### src/hw/rtl/ascii_sum_expression_parser_unit_macros.svh
// ----------------------------------------------------------------------------
// Assertion macros for the ASCII sum expression parser.
// Each macro expects signals named clk and arst_n in the enclosing module.
// ----------------------------------------------------------------------------
`ifndef ASCII_SUM_EXPRESSION_PARSER_UNIT_MACROS_SVH
`define ASCII_SUM_EXPRESSION_PARSER_UNIT_MACROS_SVH

// Checks a property on every rising clock edge outside reset.
`define ASEP_ASSERT(lbl, prop, msg) \
	lbl: assert property (@(posedge clk) disable iff (!arst_n) prop) else $error(msg);

// Checks that a condition implies a consequence in the same cycle.
`define ASEP_ASSERT_IMP(lbl, ante, cons, msg) \
	lbl: assert property (@(posedge clk) disable iff (!arst_n) (ante) |-> (cons)) \
		else $error(msg);

// Checks that a condition implies a consequence in the next cycle.
`define ASEP_ASSERT_NEXT(lbl, ante, cons, msg) \
	lbl: assert property (@(posedge clk) disable iff (!arst_n) (ante) |=> (cons)) \
		else $error(msg);

`endif

### src/hw/rtl/asep_pkg.sv
// ----------------------------------------------------------------------------
// ASCII sum expression parser package
// Shared types and character codes of the expression parser.
// ----------------------------------------------------------------------------
`default_nettype none

package asep_pkg;

	typedef enum logic [1:0] {
		ERR_NONE      = 2'd0,
		ERR_TOO_LONG  = 2'd1,
		ERR_TOO_SHORT = 2'd2,
		ERR_MALFORMED = 2'd3
	} err_t;

	typedef enum logic {
		REG_MAX_LENGTH = 1'b0,
		REG_MIN_LENGTH = 1'b1
	} cfg_index_t;

	localparam int unsigned CFG_DATA_W = 8;
	localparam int unsigned CHAR_W     = 8;
	localparam int unsigned VALUE_W    = 32;

	localparam logic [CHAR_W-1:0] CHAR_PLUS     = 8'd43;
	localparam logic [CHAR_W-1:0] CHAR_MINUS    = 8'd45;
	localparam logic [CHAR_W-1:0] CHAR_ZERO     = 8'd48;
	localparam logic [CHAR_W-1:0] CHAR_X        = 8'd120;
	localparam logic [CHAR_W-1:0] CHAR_BELOW_0  = 8'd47;
	localparam logic [CHAR_W-1:0] CHAR_ABOVE_9  = 8'd58;
	localparam logic [CHAR_W-1:0] CHAR_BELOW_A  = 8'd64;
	localparam logic [CHAR_W-1:0] CHAR_ABOVE_F  = 8'd71;
	localparam logic [CHAR_W-1:0] HEX_LETTER_OFS = 8'd55;

	localparam logic [CFG_DATA_W-1:0] MAX_LENGTH_RESET = 8'd63;
	localparam logic [CFG_DATA_W-1:0] MIN_LENGTH_RESET = 8'd1;

endpackage

`default_nettype wire

### src/hw/rtl/asep_in_if.sv
// ----------------------------------------------------------------------------
// ASCII sum expression parser input channel
// Carries one expression character per beat with its last flag.
// ----------------------------------------------------------------------------
`default_nettype none

interface asep_in_if;

	logic                           valid;
	logic                           ready;
	logic [asep_pkg::CHAR_W-1:0]    char_in;
	logic                           last;

	modport source (output valid, output char_in, output last, input ready);
	modport sink   (input valid, input char_in, input last, output ready);

endinterface

`default_nettype wire

### src/hw/rtl/asep_out_if.sv
// ----------------------------------------------------------------------------
// ASCII sum expression parser output channel
// Carries one expression result per beat: the sum and an error code.
// ----------------------------------------------------------------------------
`default_nettype none

interface asep_out_if;

	logic                                 valid;
	logic                                 ready;
	logic signed [asep_pkg::VALUE_W-1:0]  value;
	asep_pkg::err_t                       error;

	modport source (output valid, output value, output error, input ready);
	modport sink   (input valid, input value, input error, output ready);

endinterface

`default_nettype wire

### src/hw/rtl/ascii_sum_expression_parser_unit.sv
// ----------------------------------------------------------------------------
// ASCII sum expression parser
// Sums decimal and hexadecimal terms of a streamed ASCII expression.
// ----------------------------------------------------------------------------
// The block takes one character beat per clock cycle with no gaps required
// between expressions, except while it holds its input off as told below,
// and returns one result beat for each beat flagged as last. The character
// is folded into the term and sum registers in the cycle it is accepted;
// the final term is then added to the sum in a second stage and the result
// sits in an output register. While a result waits at the output, input
// keeps flowing until a second result is held behind it in the second stage.
// The length limits may only be changed while no expression is in flight.
`default_nettype none

module ascii_sum_expression_parser_unit #(
	parameter int unsigned LENGTH_BITS = 8
) (
	input  wire                                 clk,
	input  wire                                 arst_n,
	input  wire                                 wr_en,
	input  wire asep_pkg::cfg_index_t           wr_index,
	input  wire [asep_pkg::CFG_DATA_W-1:0]      wr_data,
	asep_in_if.sink                             in_ch,
	asep_out_if.source                          out_ch
);

	import asep_pkg::*;

	localparam int unsigned CMP_W = (LENGTH_BITS > CFG_DATA_W) ? LENGTH_BITS : CFG_DATA_W;
	localparam logic [LENGTH_BITS-1:0] LEN_SAT = {LENGTH_BITS{1'b1}};

	logic [CFG_DATA_W-1:0]   max_len_q;
	logic [CFG_DATA_W-1:0]   min_len_q;

	logic [LENGTH_BITS-1:0]  length_q;
	logic [VALUE_W-1:0]      sum_q;
	logic [VALUE_W-1:0]      term_q;
	logic                    neg_q;
	logic [1:0]              pos_q;
	logic                    hex_q;
	logic                    fz_q;
	logic                    malformed_q;

	logic [LENGTH_BITS-1:0]  length_d;
	logic [VALUE_W-1:0]      sum_d;
	logic [VALUE_W-1:0]      term_d;
	logic                    neg_d;
	logic [1:0]              pos_d;
	logic                    hex_d;
	logic                    fz_d;
	logic                    malformed_d;
	err_t                    err_d;

	logic                    valid_s1;
	logic [VALUE_W-1:0]      sum_s1;
	logic [VALUE_W-1:0]      term_s1;
	logic                    neg_s1;
	err_t                    err_s1;

	logic                    out_valid_q;
	logic [VALUE_W-1:0]      value_q;
	err_t                    error_q;

	logic                    out_free;
	logic                    in_accept;
	logic [CHAR_W-1:0]       c;
	logic                    is_op;
	logic                    is_dec;
	logic                    is_hex_letter;
	logic [VALUE_W-1:0]      dec_digit;
	logic [VALUE_W-1:0]      hex_digit;
	logic [VALUE_W-1:0]      term_x10;
	logic [VALUE_W-1:0]      fold_sum;
	logic [VALUE_W-1:0]      final_sum;

	assign out_free     = !out_valid_q || out_ch.ready;
	assign in_ch.ready  = !valid_s1 || out_free;
	assign in_accept    = in_ch.valid && in_ch.ready;

	assign c             = in_ch.char_in;
	assign is_op         = (c == CHAR_PLUS) || (c == CHAR_MINUS);
	assign is_dec        = (c > CHAR_BELOW_0) && (c < CHAR_ABOVE_9);
	assign is_hex_letter = (c > CHAR_BELOW_A) && (c < CHAR_ABOVE_F);
	assign dec_digit     = VALUE_W'(c - CHAR_ZERO);
	assign hex_digit     = VALUE_W'(c - HEX_LETTER_OFS);
	assign term_x10      = {term_q[VALUE_W-4:0], 3'b000} + {term_q[VALUE_W-2:0], 1'b0};
	assign fold_sum      = neg_q ? (sum_q - term_q) : (sum_q + term_q);

	always_comb begin
		length_d    = (length_q < LEN_SAT) ? length_q + 1'b1 : length_q;
		sum_d       = sum_q;
		term_d      = term_q;
		neg_d       = neg_q;
		pos_d       = (pos_q < 2'd2) ? pos_q + 2'd1 : pos_q;
		hex_d       = hex_q;
		fz_d        = fz_q;
		malformed_d = malformed_q;
		priority if (is_op) begin
			sum_d  = fold_sum;
			neg_d  = (c == CHAR_MINUS);
			term_d = '0;
			pos_d  = 2'd0;
			hex_d  = 1'b0;
			fz_d   = 1'b0;
		end else if ((pos_q == 2'd1) && fz_q && (c == CHAR_X)) begin
			hex_d  = 1'b1;
			term_d = '0;
		end else if (hex_q) begin
			priority if (is_dec) begin
				term_d = {term_q[VALUE_W-5:0], 4'b0000} + dec_digit;
			end else if (is_hex_letter) begin
				term_d = {term_q[VALUE_W-5:0], 4'b0000} + hex_digit;
			end else begin
				malformed_d = 1'b1;
			end
		end else if (is_dec) begin
			if (pos_q == 2'd0) begin
				fz_d = (c == CHAR_ZERO);
			end
			term_d = term_x10 + dec_digit;
		end else begin
			malformed_d = 1'b1;
		end

		priority if (CMP_W'(length_d) > CMP_W'(max_len_q)) begin
			err_d = ERR_TOO_LONG;
		end else if (CMP_W'(length_d) < CMP_W'(min_len_q)) begin
			err_d = ERR_TOO_SHORT;
		end else if (malformed_d) begin
			err_d = ERR_MALFORMED;
		end else begin
			err_d = ERR_NONE;
		end
	end

	always_ff @(posedge clk or negedge arst_n) begin
		if (!arst_n) begin
			max_len_q <= MAX_LENGTH_RESET;
			min_len_q <= MIN_LENGTH_RESET;
		end else if (wr_en) begin
			unique case (wr_index)
				REG_MAX_LENGTH: max_len_q <= wr_data;
				REG_MIN_LENGTH: min_len_q <= wr_data;
				default:        max_len_q <= max_len_q;
			endcase
		end
	end

	always_ff @(posedge clk or negedge arst_n) begin
		if (!arst_n) begin
			length_q    <= '0;
			sum_q       <= '0;
			term_q      <= '0;
			neg_q       <= 1'b0;
			pos_q       <= 2'd0;
			hex_q       <= 1'b0;
			fz_q        <= 1'b0;
			malformed_q <= 1'b0;
		end else if (in_accept) begin
			if (in_ch.last) begin
				length_q    <= '0;
				sum_q       <= '0;
				term_q      <= '0;
				neg_q       <= 1'b0;
				pos_q       <= 2'd0;
				hex_q       <= 1'b0;
				fz_q        <= 1'b0;
				malformed_q <= 1'b0;
			end else begin
				length_q    <= length_d;
				sum_q       <= sum_d;
				term_q      <= term_d;
				neg_q       <= neg_d;
				pos_q       <= pos_d;
				hex_q       <= hex_d;
				fz_q        <= fz_d;
				malformed_q <= malformed_d;
			end
		end
	end

	always_ff @(posedge clk or negedge arst_n) begin
		if (!arst_n) begin
			valid_s1 <= 1'b0;
		end else if (in_ch.ready) begin
			valid_s1 <= in_accept && in_ch.last;
		end
	end

	always_ff @(posedge clk) begin
		if (in_accept && in_ch.last) begin
			sum_s1  <= sum_d;
			term_s1 <= term_d;
			neg_s1  <= neg_d;
			err_s1  <= err_d;
		end
	end

	assign final_sum = neg_s1 ? (sum_s1 - term_s1) : (sum_s1 + term_s1);

	always_ff @(posedge clk or negedge arst_n) begin
		if (!arst_n) begin
			out_valid_q <= 1'b0;
		end else if (out_free) begin
			out_valid_q <= valid_s1;
		end
	end

	always_ff @(posedge clk) begin
		if (out_free && valid_s1) begin
			value_q <= (err_s1 == ERR_NONE) ? final_sum : '0;
			error_q <= err_s1;
		end
	end

	assign out_ch.valid = out_valid_q;
	assign out_ch.value = value_q;
	assign out_ch.error = error_q;

`include "ascii_sum_expression_parser_unit_macros.svh"

	`ASEP_ASSERT_NEXT(a_clear_after_last, in_accept && in_ch.last, (length_q == '0) && (sum_q == '0) && (term_q == '0) && !malformed_q, "expression state not cleared after last beat")
	`ASEP_ASSERT_IMP(a_zero_on_error, out_valid_q && (error_q != ERR_NONE), value_q == '0, "nonzero value on error result")
	`ASEP_ASSERT_NEXT(a_s1_holds, valid_s1 && !out_free, valid_s1 && $stable(sum_s1) && $stable(term_s1) && $stable(err_s1), "second stage changed while stalled")
	`ASEP_ASSERT(a_pos_range, pos_q != 2'd3, "term position out of range")
	`ASEP_ASSERT_NEXT(a_no_result_without_last, !valid_s1 && !(in_accept && in_ch.last), !valid_s1, "second stage filled without a last beat")

endmodule

`default_nettype wire

### src/flat_wrapper.sv
// flat-port wrapper written by rule: the top's interface ports become plain ports
module ascii_sum_expression_parser_unit_flat import asep_pkg::*;
#(
	parameter int unsigned LENGTH_BITS = 8
)
  (clk, arst_n, wr_en, wr_index, wr_data, in_ch_valid, in_ch_char_in, in_ch_last, in_ch_ready, out_ch_valid, out_ch_value, out_ch_error, out_ch_ready);
  asep_in_if in_ch_i ();
  asep_out_if out_ch_i ();
  input  wire clk;
  input  wire arst_n;
  input  wire wr_en;
  input  wire asep_pkg::cfg_index_t wr_index;
  input  wire [asep_pkg::CFG_DATA_W-1:0] wr_data;
  input wire logic [$bits(in_ch_i.valid)-1:0] in_ch_valid;
  input wire logic [$bits(in_ch_i.char_in)-1:0] in_ch_char_in;
  input wire logic [$bits(in_ch_i.last)-1:0] in_ch_last;
  output wire logic [$bits(in_ch_i.ready)-1:0] in_ch_ready;
  output wire logic [$bits(out_ch_i.valid)-1:0] out_ch_valid;
  output wire logic [$bits(out_ch_i.value)-1:0] out_ch_value;
  output wire logic [$bits(out_ch_i.error)-1:0] out_ch_error;
  input wire logic [$bits(out_ch_i.ready)-1:0] out_ch_ready;
  assign in_ch_i.valid = in_ch_valid;
  assign in_ch_i.char_in = in_ch_char_in;
  assign in_ch_i.last = in_ch_last;
  assign in_ch_ready = in_ch_i.ready;
  assign out_ch_valid = out_ch_i.valid;
  assign out_ch_value = out_ch_i.value;
  assign out_ch_error = out_ch_i.error;
  assign out_ch_i.ready = out_ch_ready;
  ascii_sum_expression_parser_unit #(.LENGTH_BITS(LENGTH_BITS)) u_core (.clk(clk), .arst_n(arst_n), .wr_en(wr_en), .wr_index(wr_index), .wr_data(wr_data), .in_ch(in_ch_i), .out_ch(out_ch_i));
endmodule
### config.mk
export PLATFORM = sky130hd
export DESIGN_NAME = ascii_sum_expression_parser_unit_flat
export DESIGN_NICKNAME = d
export VERILOG_FILES = /design/src/hw/rtl/asep_pkg.sv /design/src/hw/rtl/asep_in_if.sv /design/src/hw/rtl/asep_out_if.sv /design/src/hw/rtl/ascii_sum_expression_parser_unit.sv /design/src/flat_wrapper.sv
export VERILOG_INCLUDE_DIRS = /design/src /design/src/hw/rtl
export SDC_FILE = /design/constraint.sdc
export NUM_CORES = 1
export LEC_CHECK = 0
export ABC_AREA = 1
export ABC_CLOCK_PERIOD_IN_PS = 13300
export BUFFER_PORTS_ARGS = -buffer_cell sky130_fd_sc_hd__buf_4
export CAP_MARGIN = 30
export CORE_UTILIZATION = 45
export CTS_BUF_LIST = sky130_fd_sc_hd__clkbuf_16
export DETAILED_ROUTE_END_ITERATION = 6
export PLACE_DENSITY = 0.62
export REMOVE_ABC_BUFFERS = 1
export SKIP_CTS_REPAIR_TIMING = 1
export SYNTH_ARGS = -nofsm -noshare
export SYNTH_HDL_FRONTEND = slang
export SYNTH_SLANG_ARGS = --single-unit
### constraint.sdc
create_clock -name clk -period 13.3 [get_ports clk]
set_clock_uncertainty 0.2 [all_clocks]
set_input_delay 0.665 -clock clk [delete_from_list [all_inputs] [get_ports clk]]
set_output_delay 0.665 -clock clk [all_outputs]
set_load 0.05 [all_outputs]
==> results.json <==
{
  "postRouteAntennaNets": 0,
  "cp-end-kind": "register",
  "place_hpwl_um": 57500,
  "portBuffers": 58,
  "die_y_um": 212,
  "ys_ff_latch": 197,
  "finalSetupTns_ns": 0,
  "post-route-min-period_ns": 5.12,
  "dpl_cell_area_mm2": 0.0208,
  "synth_top_family_by_area": "simple AND/OR/NAND/NOR gates",
  "yosys_warnings": 0,
  "syn_area_per_cell_um2": 6.71,
  "synth_cell_types": 57,
  "first_global_vias": 19600,
  "initial_core_util_pct": 45.8,
  "cts_tree": "yes",
  "rr_startpoint": "u_core.term_q[1]$_DFFE_PN0P_",
  "synthXorXnorAreaFrac_pct": 4.57,
  "final_common_cell": "nand2_1",
  "drc_errors": 0,
  "setup_violations": 0,
  "grt_usage_pct": 32.7,
  "drv_slew": 0,
  "fin_area_mm2": 0.0214,
  "intPower_uw": 1150,
  "relSlewSlack_pct": 30.2,
  "worst_slew_pin_slew_ns": 1.04,
  "htreeDepth": 4,
  "area_growth_pct": 8.30,
  "seqPwrFrac_pct": 35.3,
  "synth_edf_count": 101,
  "clockBufferDepth": 2,
  "crit_arrival_ns": 5.32,
  "rows": 76,
  "routed_wl_um": 71500,
  "grt_pass1_wl_um": 111000,
  "fin_nets": 3182,
  "min_path_type": "input port to async pin",
  "vias": 20000,
  "final_cell_mix": "nand2_1 (734), inv_1 (417), nor2_1 (279)",
  "synth_compound_area_share_pct": 16.7,
  "clkPwrFrac_pct": 26.6,
  "status": "finished, final reports clean",
  "vias_per_cell": 5.59,
  "rsz0062_at_grt": "false",
  "yosys.area_share.simple_pct": 29.4,
  "fillCellCount": 4472,
  "grt_max_degree": 68,
  "synth_flop_cell": "edfxtp_1",
  "reg2reg_depth": 22,
  "async_flop_share_pct": 48.7,
  "drive_above_1_share_pct": 6.06,
  "setup.worst_path.start_class": "register",
  "p_leak_uw": 0.0108,
  "synthMuxAreaShare_pct": 0,
  "switchingPower_uw": 835,
  "vdd_ir_drop_max_uv": 71.2,
  "clock-sinks": 197,
  "first_pass_iters": 6,
  "synthCells": 2943,
  "hold_violations": 0,
  "gp_congestion": 1.04,
  "grt_overflow": 0,
  "comb_power_share_pct": 38.1,
  "wl_per_cell_um": 20.0,
  "root_buffer": "clkbuf_16",
  "crit_type": "register to register",
  "die-area_mm2": 0.0447,
  "cts_made_buffers": 17,
  "drtIter0Drc": 1592,
  "die_w_um": 212,
  "core_area_mm2": 0.0432,
  "crit_path_max_fanout": 7,
  "cp.required_ns": 13.49,
  "p_sw_share_pct": 42.0,
  "r2r-end": "u_core.sum_q[31]$_DFFE_PN0P_",
  "ys_seq_area_share_pct": 27.6,
  "grt_antenna_before_repair": 1,
  "worstSkewPairLatency_ns": 0.47,
  "fin_crit_sh_pct": 38.5,
  "antenna_cells": 0,
  "finalPower_uw": 1990,
  "synth_fa_ha_area_share_pct": 12.0,
  "fmax_ghz": 0.195,
  "netlist_area_mm2": 0.0198,
  "boundaryPins": 59,
  "power_density_mw_per_mm2": 92.8,
  "rrSetupSlack_ns": 8.18,
  "clkTransAtPathRegs_ns": 0.09,
  "cap_violations": 0
}
[logic make-up after synthesis]
group | count (synthesis)
fa+ha+maj | 184
flops | 197
compound gates | 597
simple gates | 1369
xor+xnor | 103
buf+inv | 493
[worst max-delay path by stage]
stage	from	endpoint	slack, ns
after global placement	in_ch_char_in[4]	u_core.term_q[25]$_DFFE_PN0P_	8.21
after floorplan	out_ch_ready	u_core.err_s1[0]$_SDFFCE_PN1P_	7.66
after detailed placement	in_ch_char_in[4]	u_core.term_q[25]$_DFFE_PN0P_	8.22
after global routing	u_core.term_q[1]$_DFFE_PN0P_	u_core.sum_q[31]$_DFFE_PN0P_	7.74
after CTS	u_core.term_q[1]$_DFFE_PN0P_	u_core.sum_q[31]$_DFFE_PN0P_	8.33
final	u_core.term_q[1]$_DFFE_PN0P_	u_core.sum_q[31]$_DFFE_PN0P_	8.18
[area by class of cell]
cell class	count	area [um^2]	share of cell area, %
Sequential cell	197	5440	25.4
Multi-Input combinational cell	2253	12400	58.1
Inverter	434	1630	7.63
Clock inverter	15	163	0.760
Timing Repair Buffer	72	573	2.68
Tap cell	585	732	3.42
Clock buffer	17	425	1.99
[power groups by stage]
stage | sequential (uW) | combinational (uW) | clock (uW)
final | 701 | 758 | 528
after global routing | 704 | 845 | 555
after CTS | 701 | 746 | 534
after detailed placement | 713 | 742 | 0
after global placement | 713 | 736 | 0
after floorplan | 730 | 492 | 0
[worst max-delay path, cell delays in order (launching register included)]
cell	delay, ns
dfrtp_1	0.49
inv_1	0.29
ha_1	0.23
nand3_1	0.17
nor3_1	0.33
a21oi_1	0.21
a21oi_1	0.26
a21boi_0	0.48
o21ai_0	0.25
xor2_1	0.31
ha_1	0.36
a21oi_1	0.21
a21boi_0	0.27
nor2_1	0.07
nor3_1	0.22
o21ai_0	0.13
a21oi_1	0.13
nand2_1	0.08
nand3_1	0.08
nand2_1	0.06
nand2_1	0.07
nand2_1	0.06
nand2_1	0.08
[sequential cells by signal, summed over array words and instances (netlist names)]
register             flops
u_core.valid_s1          1
u_core.term_q           32
u_core.length_q          8
u_core.fz_q              1
u_core.out_ch.error      2
u_core.max_len_q         8
u_core.sum_s1           32
u_core.malformed_q       1
u_core.sum_q            32
u_core.neg_s1            1
u_core.min_len_q         8
u_core.out_ch.value     32
u_core.hex_q             1
u_core.term_s1          32
u_core.neg_q             1
u_core.pos_q             2
u_core.err_s1            2
u_core.out_ch.valid      1
[metrics by stage]
stage               setup slack, ns  instances  util [%]  hold WS (ns)
floorplan                      7.66       2884         -         0.169
global placement               8.21       3539      48.1         0.242
detailed placement             8.22       3540      48.1         0.239
CTS                            8.33       3572      49.5        0.0325
global route                   7.74       3573      49.6        0.0500
finish                         8.18       3573      49.6        0.0133
[cells in the mapped netlist, types with 12 or more instances]
library cell	number	area [um^2]
a21boi_0	12	90.1
edfxtp_1	101	3030
o21bai_1	12	90.1
o21a_1	16	120
ha_1	174	2180
inv_2	12	45.0
dfrtp_1	89	2230
buf_2	15	75.1
nand3_1	188	941
xor2_1	74	648
nand2_2	12	75.1
clkbuf_1	36	135
nand2_1	735	2760
nor4_1	14	87.6
inv_1	416	1560
xnor2_1	29	254
o21ai_1	16	80.1
a21oi_1	234	1170
or2_2	18	113
o211ai_1	16	120
nor2_1	281	1050
nand4_1	44	275
o21ai_0	220	1100
o22ai_1	19	119
nor3_1	42	210
[per-layer routing]
metal	GRT usage (%)	wire (um)	share of wire (%)
met1	41.0	31100	44
met2	56.1	34000	48
met3	2.89	2870	4.0
met4	16.1	3490	4.9
met5	0	0	0
Note: power is estimated with default switching activity, not from simulation.
